File: config.mk
export PLATFORM = sky130hd
export DESIGN_NAME = texture_tile_swizzle
export DESIGN_NICKNAME = d
export VERILOG_FILES = /design/src/sv/tts_pkg.sv /design/src/sv/tts_cfg.sv /design/src/sv/tts_scan.sv /design/src/sv/tts_map.sv /design/src/sv/texture_tile_swizzle.sv
export SDC_FILE = /design/constraint.sdc
export NUM_CORES = 1
export LEC_CHECK = 0
export BUFFER_PORTS_ARGS = -buffer_cell sky130_fd_sc_hd__buf_4
export CAP_MARGIN = 30
export CORE_ASPECT_RATIO = 1.4
export CORE_MARGIN = 5
export CORE_UTILIZATION = 40
export CTS_CLUSTER_DIAMETER = 30
export CTS_CLUSTER_SIZE = 40
export DETAILED_ROUTE_END_ITERATION = 7
export SLEW_MARGIN = 30
export SYNTH_ARGS = -nofsm -noshare
export SYNTH_HDL_FRONTEND = slang
export SYNTH_SLANG_ARGS = --single-unit
File: constraint.sdc
create_clock -name clk -period 5.2 [get_ports clk]
set_clock_uncertainty 0.2 [all_clocks]
set_input_delay 0.26 -clock clk [delete_from_list [all_inputs] [get_ports clk]]
set_output_delay 0.26 -clock clk [all_outputs]
set_load 0.01 [all_outputs]
File: src/sv/tts_pkg.sv
`default_nettype none

package tts_pkg;

    // Pixel and result field widths
    localparam int unsigned CHANNEL_W     = 8;
    localparam int unsigned PIXEL_W       = 4 * CHANNEL_W;
    localparam int unsigned TEXEL_INDEX_W = 20;
    localparam int unsigned TEX_SIDE_W    = 11;
    localparam int unsigned OUT_FIELDS_W  = TEXEL_INDEX_W + PIXEL_W + 2 * TEX_SIDE_W;
    localparam int unsigned OUT_TDATA_W   = ((OUT_FIELDS_W + 7) / 8) * 8;
    localparam int unsigned OUT_PAD_W     = OUT_TDATA_W - OUT_FIELDS_W;

    // Tile geometry: 8x8 texels, six interleaved offset bits
    localparam int unsigned TILE_SHIFT    = 3;
    localparam int unsigned TILE_OFFS_W   = 2 * TILE_SHIFT;

    // Configuration port
    localparam int unsigned CFG_INDEX_W   = 8;
    localparam int unsigned CFG_DATA_W    = 11;

    typedef logic [CFG_INDEX_W-1:0] cfg_index_t;

    localparam cfg_index_t REG_IMAGE_WIDTH  = 8'd0;
    localparam cfg_index_t REG_IMAGE_HEIGHT = 8'd1;

    // Reorder R,G,B,A (red lowest) into A,B,G,R (alpha lowest)
    function automatic logic [PIXEL_W-1:0] swap_bytes(input logic [PIXEL_W-1:0] rgba);
        return {rgba[7:0], rgba[15:8], rgba[23:16], rgba[31:24]};
    endfunction

endpackage

`default_nettype wire

File: src/sv/tts_cfg.sv
`default_nettype none

module tts_cfg #(
    parameter int unsigned MAX_SIDE         = 1024,
    parameter int unsigned MIN_TEXTURE_SIDE = 64,
    parameter int unsigned SIDE_W           = 11,
    parameter int unsigned PAD_W            = 11
) (
    input  wire logic                           clk,
    input  wire logic                           rst_n,
    input  wire logic                           cfg_valid,
    input  wire logic [tts_pkg::CFG_INDEX_W-1:0] cfg_index,
    input  wire logic [tts_pkg::CFG_DATA_W-1:0]  cfg_data,
    output logic                                restart,
    output logic [SIDE_W-1:0]                   eff_w,
    output logic [SIDE_W-1:0]                   eff_h,
    output logic [PAD_W-1:0]                    pad_w,
    output logic [PAD_W-1:0]                    pad_h
);
    import tts_pkg::*;

    localparam int unsigned CW = (SIDE_W > CFG_DATA_W) ? SIDE_W : CFG_DATA_W;

    // Clamp a register value to 1..MAX_SIDE
    function automatic logic [SIDE_W-1:0] eff_side(input logic [CFG_DATA_W-1:0] raw);
        logic [CW-1:0] s;
        s = CW'(raw);
        if (s == '0)
            s = CW'(1);
        if (s > CW'(MAX_SIDE))
            s = CW'(MAX_SIDE);
        return SIDE_W'(s);
    endfunction

    // Next power of two not below the side, at least MIN_TEXTURE_SIDE
    function automatic logic [PAD_W-1:0] pad_side(input logic [SIDE_W-1:0] side);
        logic [PAD_W-1:0] ge;
        logic [PAD_W-1:0] p;
        for (int i = 0; i < PAD_W; i++)
            ge[i] = (PAD_W'(side) <= (PAD_W'(1) << i));
        p = ge & ~(ge << 1);
        if (p < PAD_W'(MIN_TEXTURE_SIDE))
            p = PAD_W'(MIN_TEXTURE_SIDE);
        return p;
    endfunction

    logic                 wr_w;
    logic                 wr_h;
    logic [SIDE_W-1:0]    new_eff;
    logic [SIDE_W-1:0]    eff_w_reg;
    logic [SIDE_W-1:0]    eff_h_reg;
    logic [PAD_W-1:0]     pad_w_reg;
    logic [PAD_W-1:0]     pad_h_reg;

    // Decode the register index
    assign wr_w    = cfg_valid && (cfg_index == REG_IMAGE_WIDTH);
    assign wr_h    = cfg_valid && (cfg_index == REG_IMAGE_HEIGHT);
    assign restart = wr_w || wr_h;
    assign new_eff = eff_side(cfg_data);

    // Hold effective and padded sides
    always_ff @(posedge clk or negedge rst_n)
    begin
        if (!rst_n)
        begin
            eff_w_reg <= SIDE_W'(1);
            eff_h_reg <= SIDE_W'(1);
            pad_w_reg <= pad_side(SIDE_W'(1));
            pad_h_reg <= pad_side(SIDE_W'(1));
        end
        else
        begin
            if (wr_w)
            begin
                eff_w_reg <= new_eff;
                pad_w_reg <= pad_side(new_eff);
            end
            if (wr_h)
            begin
                eff_h_reg <= new_eff;
                pad_h_reg <= pad_side(new_eff);
            end
        end
    end

    assign eff_w = eff_w_reg;
    assign eff_h = eff_h_reg;
    assign pad_w = pad_w_reg;
    assign pad_h = pad_h_reg;

endmodule

`default_nettype wire

File: src/sv/tts_scan.sv
`default_nettype none

module tts_scan #(
    parameter int unsigned CNT_W  = 10,
    parameter int unsigned SIDE_W = 11
) (
    input  wire logic              clk,
    input  wire logic              rst_n,
    input  wire logic              advance,
    input  wire logic              restart,
    input  wire logic [SIDE_W-1:0] eff_w,
    input  wire logic [SIDE_W-1:0] eff_h,
    output logic [CNT_W-1:0]       x,
    output logic [CNT_W-1:0]       y,
    output logic                   last
);
    logic [CNT_W-1:0] x_reg;
    logic [CNT_W-1:0] y_reg;
    logic [CNT_W-1:0] x_next;
    logic [CNT_W-1:0] y_next;
    logic             col_end;
    logic             row_end;

    // Flag end of row and end of image
    assign col_end = (SIDE_W'(x_reg) + SIDE_W'(1)) >= eff_w;
    assign row_end = (SIDE_W'(y_reg) + SIDE_W'(1)) >= eff_h;

    always_comb
    begin
        x_next = x_reg;
        y_next = y_reg;
        if (restart)
        begin
            x_next = '0;
            y_next = '0;
        end
        else if (advance)
        begin
            if (col_end)
            begin
                x_next = '0;
                y_next = row_end ? '0 : y_reg + CNT_W'(1);
            end
            else
            begin
                x_next = x_reg + CNT_W'(1);
            end
        end
    end

    // Advance the raster position
    always_ff @(posedge clk or negedge rst_n)
    begin
        if (!rst_n)
        begin
            x_reg <= '0;
            y_reg <= '0;
        end
        else
        begin
            x_reg <= x_next;
            y_reg <= y_next;
        end
    end

    assign x    = x_reg;
    assign y    = y_reg;
    assign last = col_end && row_end;

endmodule

`default_nettype wire

File: src/sv/tts_map.sv
`default_nettype none

module tts_map #(
    parameter int unsigned CNT_W = 10,
    parameter int unsigned PAD_W = 11
) (
    input  wire logic [CNT_W-1:0]               x,
    input  wire logic [CNT_W-1:0]               y,
    input  wire logic [PAD_W-1:0]               pad_w,
    output logic [tts_pkg::TEXEL_INDEX_W-1:0]   texel_index
);
    import tts_pkg::*;

    localparam int unsigned TY_W   = CNT_W - TILE_SHIFT;
    localparam int unsigned TW_W   = PAD_W - TILE_SHIFT;
    localparam int unsigned TILE_W = TY_W + TW_W + 1;
    localparam int unsigned RAW_W  = TILE_W + TILE_OFFS_W;
    localparam int unsigned IDX_W  = (RAW_W > TEXEL_INDEX_W) ? RAW_W : TEXEL_INDEX_W;

    logic [TILE_OFFS_W-1:0] offs;
    logic [TILE_W-1:0]      tile;
    logic [IDX_W-1:0]       idx;

    // Interleave x and y inside the 8x8 tile, x in the lowest bit
    assign offs = {y[2], x[2], y[1], x[1], y[0], x[0]};

    // Tiles run row-major over the padded width
    assign tile = TILE_W'(y[CNT_W-1:TILE_SHIFT]) * TILE_W'(pad_w[PAD_W-1:TILE_SHIFT])
                + TILE_W'(x[CNT_W-1:TILE_SHIFT]);

    assign idx         = IDX_W'({tile, offs});
    assign texel_index = idx[TEXEL_INDEX_W-1:0];

endmodule

`default_nettype wire

File: src/sv/texture_tile_swizzle.sv
// Texture tile swizzle: maps a raster stream of RGBA8 pixels onto a texture
// stored as 8x8 tiles whose texels follow Morton order.
// Channels:
//   cfg     - register writes (index 0 image width, index 1 image height);
//             cfg_ready is always high. A write to either restarts the raster at 0,0.
//   s_axis  - one pixel per word, red in the lowest byte, row-major order.
//   m_axis  - one result word per pixel: texel index, A,B,G,R word and the
//             padded texture sides; tlast marks the final pixel of an image.
// Pipeline: a taken pixel enters the input register, then the result register
// with the address logic between them; the result is valid from there.
// Throughput: one pixel per cycle while m_axis_tready stays high.
// Stalls: when the receiver holds tready low the result register keeps its
// word and the input register takes one more pixel; s_axis_tready then drops
// until the result drains.
// Reset: both sides read as 1 (padded to the minimum texture side), the
// raster position returns to 0,0 and both channels are emptied.
`default_nettype none

module texture_tile_swizzle #(
    parameter int unsigned MAX_SIDE         = 1024,
    parameter int unsigned MIN_TEXTURE_SIDE = 64
) (
    input  wire logic                              clk,
    input  wire logic                              rst_n,
    input  wire logic                              cfg_valid,
    output logic                                   cfg_ready,
    input  wire logic [tts_pkg::CFG_INDEX_W-1:0]   cfg_index,
    input  wire logic [tts_pkg::CFG_DATA_W-1:0]    cfg_data,
    input  wire logic                              s_axis_tvalid,
    output logic                                   s_axis_tready,
    // red, green, blue, alpha
    input  wire logic [tts_pkg::PIXEL_W-1:0]       s_axis_tdata,
    output logic                                   m_axis_tvalid,
    input  wire logic                              m_axis_tready,
    // texel_index, texel_word, texture_width, texture_height, zero fill
    output logic [tts_pkg::OUT_TDATA_W-1:0]        m_axis_tdata,
    output logic                                   m_axis_tlast
);
    import tts_pkg::*;

    localparam int unsigned CNT_W  = $clog2(MAX_SIDE);
    localparam int unsigned SIDE_W = CNT_W + 1;
    localparam int unsigned BIG    = (MAX_SIDE > MIN_TEXTURE_SIDE) ? MAX_SIDE
                                                                    : MIN_TEXTURE_SIDE;
    localparam int unsigned PAD_W  = $clog2(BIG) + 1;
    localparam int unsigned WIDE_W = (PAD_W > TEX_SIDE_W) ? PAD_W : TEX_SIDE_W;

    logic                      restart;
    logic [SIDE_W-1:0]         eff_w;
    logic [SIDE_W-1:0]         eff_h;
    logic [PAD_W-1:0]          pad_w;
    logic [PAD_W-1:0]          pad_h;
    logic [WIDE_W-1:0]         pad_w_ext;
    logic [WIDE_W-1:0]         pad_h_ext;
    logic [CNT_W-1:0]          scan_x;
    logic [CNT_W-1:0]          scan_y;
    logic                      scan_last;
    logic                      in_take;
    logic                      s1_load;

    logic                      s1_valid_reg;
    logic [PIXEL_W-1:0]        s1_pixel_reg;
    logic [CNT_W-1:0]          s1_x_reg;
    logic [CNT_W-1:0]          s1_y_reg;
    logic                      s1_last_reg;

    logic [TEXEL_INDEX_W-1:0]  map_index;
    logic                      out_valid_reg;
    logic [TEXEL_INDEX_W-1:0]  out_index_reg;
    logic [PIXEL_W-1:0]        out_word_reg;
    logic [TEX_SIDE_W-1:0]     out_tw_reg;
    logic [TEX_SIDE_W-1:0]     out_th_reg;
    logic                      out_last_reg;

    tts_cfg #(
        .MAX_SIDE         (MAX_SIDE),
        .MIN_TEXTURE_SIDE (MIN_TEXTURE_SIDE),
        .SIDE_W           (SIDE_W),
        .PAD_W            (PAD_W)
    ) u_cfg (
        .clk       (clk),
        .rst_n     (rst_n),
        .cfg_valid (cfg_valid),
        .cfg_index (cfg_index),
        .cfg_data  (cfg_data),
        .restart   (restart),
        .eff_w     (eff_w),
        .eff_h     (eff_h),
        .pad_w     (pad_w),
        .pad_h     (pad_h)
    );

    assign cfg_ready = 1'b1;

    tts_scan #(
        .CNT_W  (CNT_W),
        .SIDE_W (SIDE_W)
    ) u_scan (
        .clk     (clk),
        .rst_n   (rst_n),
        .advance (in_take),
        .restart (restart),
        .eff_w   (eff_w),
        .eff_h   (eff_h),
        .x       (scan_x),
        .y       (scan_y),
        .last    (scan_last)
    );

    // Move a word forward when the next stage is empty or draining
    assign s1_load       = s1_valid_reg && (!out_valid_reg || m_axis_tready);
    assign s_axis_tready = !s1_valid_reg || s1_load;
    assign in_take       = s_axis_tvalid && s_axis_tready;

    // Input register: pixel with its raster position
    always_ff @(posedge clk or negedge rst_n)
    begin
        if (!rst_n)
            s1_valid_reg <= 1'b0;
        else if (s_axis_tready)
            s1_valid_reg <= s_axis_tvalid;
    end

    always_ff @(posedge clk)
    begin
        if (in_take)
        begin
            s1_pixel_reg <= s_axis_tdata;
            s1_x_reg     <= scan_x;
            s1_y_reg     <= scan_y;
            s1_last_reg  <= scan_last;
        end
    end

    tts_map #(
        .CNT_W (CNT_W),
        .PAD_W (PAD_W)
    ) u_map (
        .x           (s1_x_reg),
        .y           (s1_y_reg),
        .pad_w       (pad_w),
        .texel_index (map_index)
    );

    assign pad_w_ext = WIDE_W'(pad_w);
    assign pad_h_ext = WIDE_W'(pad_h);

    // Result register: hold while the receiver stalls
    always_ff @(posedge clk or negedge rst_n)
    begin
        if (!rst_n)
            out_valid_reg <= 1'b0;
        else if (!out_valid_reg || m_axis_tready)
            out_valid_reg <= s1_valid_reg;
    end

    always_ff @(posedge clk)
    begin
        if (s1_load)
        begin
            out_index_reg <= map_index;
            out_word_reg  <= swap_bytes(s1_pixel_reg);
            out_tw_reg    <= pad_w_ext[TEX_SIDE_W-1:0];
            out_th_reg    <= pad_h_ext[TEX_SIDE_W-1:0];
            out_last_reg  <= s1_last_reg;
        end
    end

    assign m_axis_tvalid = out_valid_reg;
    assign m_axis_tdata  = {{OUT_PAD_W{1'b0}}, out_th_reg, out_tw_reg,
                            out_word_reg, out_index_reg};
    assign m_axis_tlast  = out_valid_reg && out_last_reg;

    // Raster position stays inside the image
    assert property (@(posedge clk) disable iff (!rst_n)
        (SIDE_W'(scan_x) < eff_w) && (SIDE_W'(scan_y) < eff_h))
    else $error("raster position outside the image");

    // Taking the final pixel sends the raster back to the origin
    assert property (@(posedge clk) disable iff (!rst_n)
        in_take && scan_last |=> (scan_x == '0) && (scan_y == '0))
    else $error("raster did not wrap after the final pixel");

    // An empty input register always takes a word
    assert property (@(posedge clk) disable iff (!rst_n)
        !s1_valid_reg |-> s_axis_tready)
    else $error("input stalled with empty input register");

endmodule

`default_nettype wire

Word-level counts from Yosys, hierarchy flattened:

Index checks and enable logic that the tools add are counted.

* $add $sub $neg: 5
* multipliers: 1
* $lt $le $gt $ge: 15
* equal/unequal tests: 1
* muxes and demuxes: 10
* bitwise operators: 2
* reduce and logical (&&, ||, !) cells: 16

Operator list (number)
* 10-bit two-way mux: 7
* 11-bit two-way mux: 3
* 10-bit by 1-bit adder with 11-bit output (second input constant): 2
* 11-bit greater-or-equal comparator: 2
* 10-bit by 1-bit adder with 10-bit output (second input constant): 2
* 14-bit by 7-bit adder with 14-bit output: 1
* 7-bit by 8-bit multiplier with 14-bit output: 1
* 11-bit AND: 1
* 11-bit greater-than comparator (second input constant): 1
* 11-bit by 1-bit <= comparator with 1-bit output (second input constant): 1
* 11-bit by 10-bit <= comparator with 1-bit output (second input constant): 1
* 11-bit <= comparator (second input constant): 1
* 11-bit by 2-bit <= comparator with 1-bit output (second input constant): 1
* 11-bit by 3-bit <= comparator with 1-bit output (second input constant): 1
* 11-bit by 4-bit <= comparator with 1-bit output (second input constant): 1
* 11-bit by 5-bit <= comparator with 1-bit output (second input constant): 1
* 11-bit by 6-bit <= comparator with 1-bit output (second input constant): 1
* 11-bit by 7-bit <= comparator with 1-bit output (second input constant): 1
* 11-bit by 8-bit <= comparator with 1-bit output (second input constant): 1
* 11-bit by 9-bit <= comparator with 1-bit output (second input constant): 1
* 11-bit logical NOT: 1
* 11-bit by 7-bit less-than comparator with 1-bit output (second input constant): 1
* 11-bit inverter: 1
* 8-bit by 1-bit == test with 1-bit output (second input constant): 1
* 6 further kinds: 15

* register bits after elaboration: 194
* input port bits: 56
* output and inout port bits: 84
* word-level logic and storage cells: 67

Depth between registers and ports, before layout:

Gate-level depths: netlist of run 1.

* word-level depth: 9
* mapped depth: 16
* mapped depth without buffers: 16

Modules after synthesis:

From an unflattened synthesis of run 1, not the netlist that was laid out.

* cells, all modules: 716
* area, all modules: 9673.0 um2

By module, submodules not included
* texture_tile_swizzle: instances 1, cells an instance 146, area each 4015.1 um2, sequential area each 3893.7 um2
* tts_map: instances 1, cells an instance 231, area each 2006.9 um2, sequential area each 0.0 um2
* tts_cfg: instances 1, cells an instance 137, area each 1880.6 um2, sequential area each 1106.1 um2
* tts_scan: instances 1, cells an instance 202, area each 1770.4 um2, sequential area each 500.5 um2

Least setup slack after synthesis of run 1:

No wires, ideal clock.

* path kind: reg2reg
* start: reg s1_y_reg[6]
* end: reg out_index_reg[19] (data pin)
* setup time: 0.261 ns
* arrival time: 3.971 ns
* required time: 4.739 ns
* slack: 0.768 ns
* stages on the path, launching flop included: 15
* buffers on the path: 0
* clock period less this slack: 4.432 ns
* cell sequence: edfxtp_1 > and2_1 > fa_1 > inv_1 > fa_1 > inv_1 > fa_1 > inv_1 > fa_1 > inv_1 > ha_1 > o21a_1 > a21oi_1 > o21ai_0 > o311a_1

* longest elaborated chain between the ends: 2

RTL lines
* from (decl): line texture_tile_swizzle.sv:64 `logic [CNT_W-1:0] s1_y_reg;`
* from (signal assigned): line texture_tile_swizzle.sv:130 `s1_y_reg <= scan_y;`
* 7-bit by 8-bit multiplier with 14-bit output: line tts_map.sv:28 `assign tile = TILE_W'(y[CNT_W-1:TILE_SHIFT]) * TILE_W'(pad_w[PAD_W-1:TILE_SHIFT])`
* 14-bit by 7-bit adder with 14-bit output: line tts_map.sv:29 `+ TILE_W'(x[CNT_W-1:TILE_SHIFT]);`
* via map_index[19]: line texture_tile_swizzle.sv:67 `logic [TEXEL_INDEX_W-1:0] map_index;`
* to (signal assigned): line texture_tile_swizzle.sv:161 `out_index_reg <= map_index;`
* to (decl): line texture_tile_swizzle.sv:69 `logic [TEXEL_INDEX_W-1:0] out_index_reg;`

The timed path passes the listed nets, and every way through them passes these cells.
A chain may end at the register's enable or synchronous reset.

Worst setup path in the final report of run 1:

Ends and elaborated chain as after synthesis.

==> results of run 1 <==
## tightest hold or removal path: stages
cell and delay, ns:
sky130_fd_sc_hd__buf_4 0.12, sky130_fd_sc_hd__nand2b_1 0.14, sky130_fd_sc_hd__o21ai_0 0.10
## path summary, 6_finish.rpt
check,to,slack [ns]
worst max-delay path,out_index_reg[19],0.50
worst min-delay path,u_cfg.eff_h[3],0.03
worst max register to register,out_index_reg[19],0.50
worst min register to register,out_last_reg,0.21
max in group asynchronous,u_scan.y[0],4.18
min in group asynchronous,u_scan.x[0],0.18
## power groups by stage
stage	registers (mW)	clock network (mW)	logic, mW
after floorplan	1.91	0	0.332
after global placement	1.91	0	0.568
after detailed placement	1.91	0	0.576
after CTS	1.87	1.36	0.607
after global routing	1.89	1.41	0.666
final	1.87	1.31	0.596
## metrics by stage
step,power (mW),instance area [um2],util (%),hold WS [ns]
3_3_place_gp,2.47,10800,46.3,0.201
2_1_floorplan,2.24,9520,-,-0.236
6_report,3.78,11900,51.0,0.0253
5_1_grt,3.97,11900,51.0,0.0326
4_1_cts,3.84,11900,51.0,0.0194
3_5_place_dp,2.48,10900,46.5,0.205
## kinds of logic (layout without fill, tap and decap cells)
kind of cell / Yosys count / after routing / synth area share, %
compound gates: 100 / 100 / 7.28
fa+ha+maj: 93 / 93 / 15.0
mux: 14 / 14 / 1.66
buf+inv: 107 / 303 / 4.60
simple gates: 202 / 202 / 11.5
other cells: 2 / 7 / 0.0790
xor+xnor: 22 / 22 / 2.03
flops: 194 / 194 / 57.9
## metal layers
layer,track usage (%),vias to the layer above
met5,0,-
met3,2.65,27
met1,16.6,2902
li1,-,2933
met2,27.2,104
met4,5.56,0
## cell type report
type,instances,area [um2]
Clock buffer,17,425
Clock inverter,15,179
Inverter,86,323
Timing Repair Buffer,185,1520
Sequential cell,194,5500
Multi-Input combinational cell,438,3590
Fill cell,2023,11400
Tap cell,306,383
## layout by cell type, fill, tap and decap left out, types with 30 or more instances in the layout
| cell type | n |
|---|---|
| sky130_fd_sc_hd__o21ai_0 | 30 |
| sky130_fd_sc_hd__edfxtp_1 | 128 |
| sky130_fd_sc_hd__ha_1 | 58 |
| sky130_fd_sc_hd__and2_1 | 50 |
| sky130_fd_sc_hd__dfrtp_1 | 62 |
| sky130_fd_sc_hd__fa_1 | 35 |
| sky130_fd_sc_hd__dlygate4sd3_1 | 45 |
| sky130_fd_sc_hd__nand2_1 | 54 |
| sky130_fd_sc_hd__buf_4 | 137 |
| sky130_fd_sc_hd__inv_1 | 86 |
## synth_stat cells (7+ instances only)
cell type / n / area [um2]
sky130_fd_sc_hd__and2_1: 52 / 325
sky130_fd_sc_hd__edfxtp_1: 128 / 3840
sky130_fd_sc_hd__xnor2_1: 15 / 131
sky130_fd_sc_hd__buf_4: 8 / 60.1
sky130_fd_sc_hd__a22o_1: 10 / 87.6
sky130_fd_sc_hd__a21o_1: 9 / 67.6
sky130_fd_sc_hd__nand3_1: 14 / 70.1
sky130_fd_sc_hd__nor2_1: 17 / 63.8
sky130_fd_sc_hd__a21oi_1: 13 / 65.1
sky130_fd_sc_hd__mux2_2: 14 / 158
sky130_fd_sc_hd__nand2_1: 54 / 203
sky130_fd_sc_hd__clkbuf_1: 9 / 33.8
sky130_fd_sc_hd__and3_1: 8 / 50.1
sky130_fd_sc_hd__inv_1: 86 / 323
sky130_fd_sc_hd__fa_1: 35 / 701
sky130_fd_sc_hd__xor2_1: 7 / 61.3
sky130_fd_sc_hd__o21ai_0: 30 / 150
sky130_fd_sc_hd__ha_1: 58 / 726
sky130_fd_sc_hd__nand2b_1: 20 / 125
sky130_fd_sc_hd__dfrtp_1: 62 / 1550
## what timing repair did
item | 4_1_cts | 5_1_grt
hold buffers | 45 | 0
setup endpoints to repair | 0 | 0
gates resized for setup | 0 | 0
endpoints found under the hold margin | 114 | 0
==> results.rst, run 1 <==
.. list-table::
   :header-rows: 1

   * - Metric
     - Value
   * - Outcome
     - completed
   * - Die ar.
     - about 0.027 mm2
   * - Number of hold-slack violations in the final timing report
     - 0
   * - Vias/cell
     - a little under 5
   * - Number of gates on the worst path with buffers counted
     - 14
   * - Synthesis Warnings
     - 0
   * - Setup slack after placement
     - roughly 0.51 ns
   * - Prevailing post-synth register cell
     - sky130_fd_sc_hd__edfxtp_1
   * - Latest clock arrival within the worst-skew pair
     - roughly 0.44 ns
   * - TritonCTS clock tree
     - yes
   * - Period utilisation layout
     - about nine tenths
   * - Worst setup path startpoint
     - s1_y_reg[6]
   * - Worst hold path depth
     - 3
   * - Met1 layer wirelength in the final routing
     - approximately 7.5 mm
   * - Sum of met3 wire segment lengths after detailed routing
     - 560 um
   * - IO Count
     - 140
   * - Count of maximum capacitance violations
     - 0
   * - HP Class
     - in -> reg
   * - Number of global-route vias before repair
     - just over 6000
   * - Total Negative Setup Slacks
     - 0 ns
   * - Internal Dissipation
     - ~2.7 mW
   * - Mean post-synth cell area
     - between 10 and 15 um2
   * - Series of cell instances along the critical path
     - and2_1, fa_1, inv_1, fa_1, inv_1, fa_1, inv_1, fa_1, inv_1, ha_1, o21a_1, a21oi_1, o21ai_0, o311a_1
   * - Number of enable-type register cells in the synthesized netlist
     - ~130
   * - Starting DRC count in detailed routing
     - roughly 260
   * - Kind of critical path
     - reg -> reg
   * - Routed wire length per instance
     - about 16 um
   * - Clock slew at the register clock pins of the worst setup and hold paths
     - around 0.07 ns
   * - Dominant delay contributor by cell family on the critical path
     - adder cells
   * - Count of input and output buffers
     - 132
   * - Number of buffers created by CTS
     - 17
   * - Gate count after technology mapping
     - 734
   * - Unrepaired setup endpoints after global routing
     - no
   * - Largest fanout of any net on the critical path
     - 8
   * - Launch point of the worst hold path
     - cfg_data[3]
   * - Seq/Total Area, Yosys
     - 57.9%
   * - Die span in x
     - 140 um
   * - Stage delay of the slowest cell on the critical path
     - around 0.53 ns
   * - Largest net degree at the start of global routing
     - 67
   * - Least setup slack across all paths after layout
     - ~0.50 ns
   * - Global-route wire length before repair
     - 31.3 mm
   * - Post-DP HPWL
     - about 14 mm
   * - NetSw
     - about 1.1 mW
   * - Antenna diode count
     - 0
   * - Overall fraction of global-route tracks in use
     - 14.6%
   * - Slowest cell on the critical path
     - sky130_fd_sc_hd__fa_1
   * - Clock Path Buffers
     - 2
   * - Total wire length after detailed routing
     - approximately 19 mm
   * - Switching Fraction
     - roughly 28%
   * - H-tree depth reported by CTS
     - 4
   * - Residual antenna-violating net count after detailed routing
     - 0
   * - Layout Nets
     - ~1100
   * - Origin of the critical flop-to-flop path
     - s1_y_reg[6]
   * - Part of the power in the clock network
     - 34.7%
   * - Clock root buffer
     - sky130_fd_sc_hd__clkbuf_16
   * - Met2 routed WL
     - 10.8 mm
   * - Synthesis-stage register bit count
     - roughly 190
   * - Static Leakage
     - roughly 5.4 nW
   * - Critical path endpoint category
     - register
   * - Detailed-route via count
     - roughly 6000
   * - Highest metal layer used by the detailed router
     - met4
   * - Timing-limited maximum frequency
     - about 210 MHz
   * - Fraction of synthesis flops using an asynchronous set or reset pin
     - between 30% and 40%
   * - Register share of total power
     - roughly half
   * - Effective utilization at floorplan
     - a little over 40%
   * - Sum of overflow across all layers after global routing
     - 0
   * - Setup-violating endpoint count in the final report
     - 0
   * - Crit path required time
     - between 5 and 6 ns
   * - Cell Area, Synth
     - roughly 0.0095 mm2
   * - Area of the core
     - roughly 0.023 mm2
   * - Y dimension of the die
     - between 150 and 200 um
   * - Number of placement rows
     - 66
   * - Final standard cell count with taps included and fillers excluded
     - around 1200
   * - Rel. slew slack
     - a little under three fifths
   * - Time the worst path needs with I/O delays and setup
     - 4.70 ns
   * - GP Congestion
     - ~0.86
   * - Initial antenna violation count
     - 0
   * - Buffers inserted during post-CTS setup optimization
     - 0
   * - Area growth syn-to-layout
     - 25.5%
   * - Max-slew violation total from the final report
     - 0
   * - Buffers plus inverters on the worst setup path
     - 4
   * - Portion of total power attributed to combinational logic
     - between 15 and 20%
   * - Drt drc
     - 0
   * - Tightest Pin Transition
     - around 0.65 ns
   * - Element type at the critical path start
     - register
   * - Number of iterations in the first detailed-routing pass
     - 4
   * - Number of cells after detailed placement
     - roughly 1200
   * - Pwr/cell area
     - roughly 320 mW/mm2
   * - Share of post-route cells with drive strength above 1
     - 21.5%
   * - Critical path arrival
     - around 4.7 ns
   * - VDD IR max
     - between 0.0002 and 0.00025 V
   * - Cells on worst reg2reg path
     - 14
   * - Distinct cell type count after synthesis
     - 58
   * - Sinks on Clock Net
     - ~190
Power figures use the tool's default switching activity.
==> run 2, diff against run 1 <==
CORE_ASPECT_RATIO = default   (was 1.4)
==> run 2 against run 1 <==
First-iteration DRC count is 7.2% higher. Die area is 0.16% lower. Power is 0.72% higher. Combinational power hardly changed. Core utilization hardly changed. Final cell count is 0.89% higher. Clock-buffer cell count stayed put. Fmax is 0.21% lower. Hold slack better by 0.15 ns. Highest routed layer unchanged. Via count is 2.7% lower. Non-clock buffer count is 2 lower.
==> results.rst, run 2 (synthesis results as in run 1) <==
.. list-table::
   :header-rows: 1

   * - Metric
     - Value
   * - IO Count
     - 140 (unchanged)
   * - Most used cells in the layout excluding fill and tap cells
     - sky130_fd_sc_hd__buf_4, sky130_fd_sc_hd__edfxtp_1, sky130_fd_sc_hd__inv_1, sky130_fd_sc_hd__dfrtp_1, sky130_fd_sc_hd__ha_1 (unchanged)
   * - Origin of the critical flop-to-flop path
     - s1_y_reg[6] (unchanged)
   * - Area of the core
     - 0.0234 mm2 (about the same)
   * - Share of post-route cells with drive strength above 1
     - 21.3% (was 21.5%)
   * - Series of cell instances along the critical path
     - and2_1, fa_1, inv_1, fa_1, inv_1, fa_1, inv_1, fa_1, inv_1, ha_1, o21a_1, a21oi_1, o21ai_0, o311a_1 (unchanged)
   * - Time the worst path needs with I/O delays and setup
     - 4.71 ns (was 4.70 ns)
   * - Detailed-route via count
     - 5805 (was 5966)
   * - Layout Nets
     - 1069 (was 1071)
   * - Starting DRC count in detailed routing
     - 283 (was 264)
   * - FF-to-FF setup slack
     - 0.49 ns (was 0.50 ns)
   * - VDD IR max
     - 0.000212 V (was 0.000247 V)
   * - Routed wire length per instance
     - 15.0 um (was 15.6 um)
   * - NetSw
     - 1.04 mW (was 1.06 mW)
   * - H-tree depth reported by CTS
     - 4 (unchanged)
   * - Sum of met3 wire segment lengths after detailed routing
     - 609 um (was 560 um)
   * - Stage delay of the slowest cell on the critical path
     - 0.55 ns (was 0.53 ns)
   * - Effective utilization at floorplan
     - 40.6% (was 40.7%)
   * - Element type at the critical path start
     - register (unchanged)
   * - Number of buffers created by CTS
     - 17 (unchanged)
   * - Area growth syn-to-layout
     - 25.6% (was 25.5%)
   * - Number of cells after detailed placement
     - 1174 (was 1164)
   * - Part of the power in the clock network
     - 35.1% (was 34.7%)
   * - HP Class
     - in -> async (was in -> reg)
   * - Number of global-route vias before repair
     - 5924 (was 6060)
   * - Outcome
     - completed (unchanged)
   * - Final standard cell count with taps included and fillers excluded
     - 1252 (was 1241)
   * - Clock root buffer
     - sky130_fd_sc_hd__clkbuf_16 (unchanged)
   * - Register share of total power
     - 49.3% (was 49.6%)
   * - Clock slew at the register clock pins of the worst setup and hold paths
     - 0.08 ns (was 0.07 ns)
   * - Number of hold-slack violations in the final timing report
     - 0 (unchanged)
   * - Antenna diode count
     - 0 (unchanged)
   * - Sum of overflow across all layers after global routing
     - 0 (unchanged)
   * - Critical path arrival
     - 4.69 ns (was 4.68 ns)
   * - TritonCTS clock tree
     - yes (unchanged)
   * - Total chip power
     - 3.81 mW (was 3.78 mW)
   * - Clock Path Buffers
     - 2 (unchanged)
   * - Least setup slack across all paths after layout
     - 0.493 ns (was 0.503 ns)
   * - Cells on worst reg2reg path
     - 14 (unchanged)
   * - Largest fanout of any net on the critical path
     - 8 (unchanged)
   * - Overall fraction of global-route tracks in use
     - 14.5% (was 14.6%)
   * - Number of iterations in the first detailed-routing pass
     - 4 (unchanged)
   * - Final-layout worst hold slack
     - 0.178 ns (was 0.0253 ns)
   * - Met2 routed WL
     - 9.25 mm (was 10.8 mm)
   * - Drt drc
     - 0 (unchanged)
   * - Capture instance of the worst register-to-register path
     - out_index_reg[19] (unchanged)
   * - Number of placement rows
     - 56 (was 66)
   * - Die ar.
     - 0.0269 mm2 (was 0.0270 mm2)
   * - Portion of total power attributed to combinational logic
     - 15.6% (was 15.8%)
   * - Non-Filler Cell Area, Final
     - 0.0119 mm2 (about the same)
   * - Crit path required time
     - 5.18 ns (about the same)
   * - GP Congestion
     - 0.851 (was 0.862)
   * - Sinks on Clock Net
     - 194 (unchanged)
   * - Core Util, Final
     - 51.0% (about the same)
   * - Critical path endpoint category
     - register (unchanged)
   * - Total wire length after detailed routing
     - 18.8 mm (was 19.3 mm)
   * - Timing-limited maximum frequency
     - 212 MHz (was 213 MHz)
   * - Met1 layer wirelength in the final routing
     - 8.74 mm (was 7.51 mm)
   * - Pwr/cell area
     - 319 mW/mm2 (was 317 mW/mm2)
   * - Internal Dissipation
     - 2.77 mW (was 2.72 mW)
   * - Highest metal layer used by the detailed router
     - met4 (unchanged)
   * - Buffers inserted during post-CTS setup optimization
     - 0 (unchanged)
   * - Switching Fraction
     - 27.4% (was 27.9%)
   * - Max-slew violation total from the final report
     - 0 (unchanged)
   * - Count of input and output buffers
     - 132 (unchanged)
   * - Rel. slew slack
     - 50.2% (was 56.8%)
   * - Post-DP HPWL
     - 13.7 mm (was 14.3 mm)
   * - Period utilisation layout
     - 90.5% (was 90.3%)
   * - Total cell area at the placement stage
     - 0.0109 mm2 (about the same)
   * - Kind of critical path
     - reg -> reg (unchanged)
   * - Initial antenna violation count
     - 0 (unchanged)
   * - Residual antenna-violating net count after detailed routing
     - 0 (unchanged)
   * - Die span in x
     - 164 um (was 140 um)
   * - Largest net degree at the start of global routing
     - 67 (unchanged)
   * - Most common cell after layout, fill and taps aside
     - sky130_fd_sc_hd__buf_4 (unchanged)
   * - Slowest cell on the critical path
     - sky130_fd_sc_hd__fa_1 (unchanged)
   * - Tightest Pin Transition
     - 0.747 ns (was 0.647 ns)
   * - Y dimension of the die
     - 164 um (was 192 um)
   * - Global-route wire length before repair
     - 30.6 mm (was 31.3 mm)
   * - Setup slack after placement
     - 0.493 ns (was 0.507 ns)
   * - Static Leakage
     - 5.35 nW (about the same)
   * - Unrepaired setup endpoints after global routing
     - no (unchanged)
   * - Vias/cell
     - 4.64 (was 4.81)
   * - Count of maximum capacitance violations
     - 0 (unchanged)
   * - Setup-violating endpoint count in the final report
     - 0 (unchanged)
   * - Latest clock arrival within the worst-skew pair
     - 0.43 ns (was 0.44 ns)
   * - Total Negative Setup Slacks
     - 0 ns (unchanged)
==> run 2: changes by cell type in the layout (fill, tap and decap cells not counted), sizes merged <==
cell	previous run	this run
inv	96	94
buf	140	137
clkinv	5	6
bufinv	0	1
dlygate4sd3	45	46
==> run 2: power groups by stage <==
stage,combinational (mW),sequential (mW),clock [mW]
detailed placement,0.572,1.91,0
finish,0.596,1.88,1.34
global placement,0.564,1.91,0
global route,0.668,1.89,1.45
CTS,0.605,1.88,1.37
floorplan,0.332,1.91,0
==> run 2: routing by layer <==
| layer | track usage (%) | vias to the layer above |
|---|---|---|
| met3 | 2.58 | 14 |
| met5 | 0 | - |
| met1 | 19.6 | 2792 |
| met4 | 4.19 | 0 |
| met2 | 24.0 | 86 |
| li1 | - | 2913 |
==> run 2: worst max-delay path by stage <==
stage,startpoint,end,slack (ns),cells past startpoint
after floorplan,s1_y_reg[6],out_index_reg[19],0.77,14
after global placement,s1_y_reg[6],out_index_reg[19],0.58,14
after detailed placement,s1_y_reg[6],out_index_reg[19],0.49,14
after CTS,s1_y_reg[6],out_index_reg[19],0.49,14
after global routing,s1_y_reg[6],out_index_reg[19],0.27,15
final,s1_y_reg[6],out_index_reg[19],0.49,14
==> run 2: final cells by class <==
cell class | instances | area [um2]
Fill cell | 2107 | 11500
Sequential cell | 194 | 5500
Multi-Input combinational cell | 438 | 3590
Timing Repair Buffer | 183 | 1510
Clock buffer | 17 | 425
Tap cell | 319 | 399
Inverter | 86 | 323
Clock inverter | 15 | 186
==> run 2: repair_timing <==
item,4_1_cts,5_1_grt
hold buffers,46,0
endpoints found under the setup margin,0,0
resized for setup,0,0
endpoints found under the hold margin,115,0
==> run 2: critical path, delay by kind of cell, from the launching register on <==
kind | cells | cell delay (ns)
buffers and inverters | 4 | 0.20
flip-flops | 1 | 0.49
adder cells (fa/ha/maj) | 5 | 2.43
AO/OA/AOI/OAI | 4 | 0.91
AND/OR/NAND/NOR | 1 | 0.23
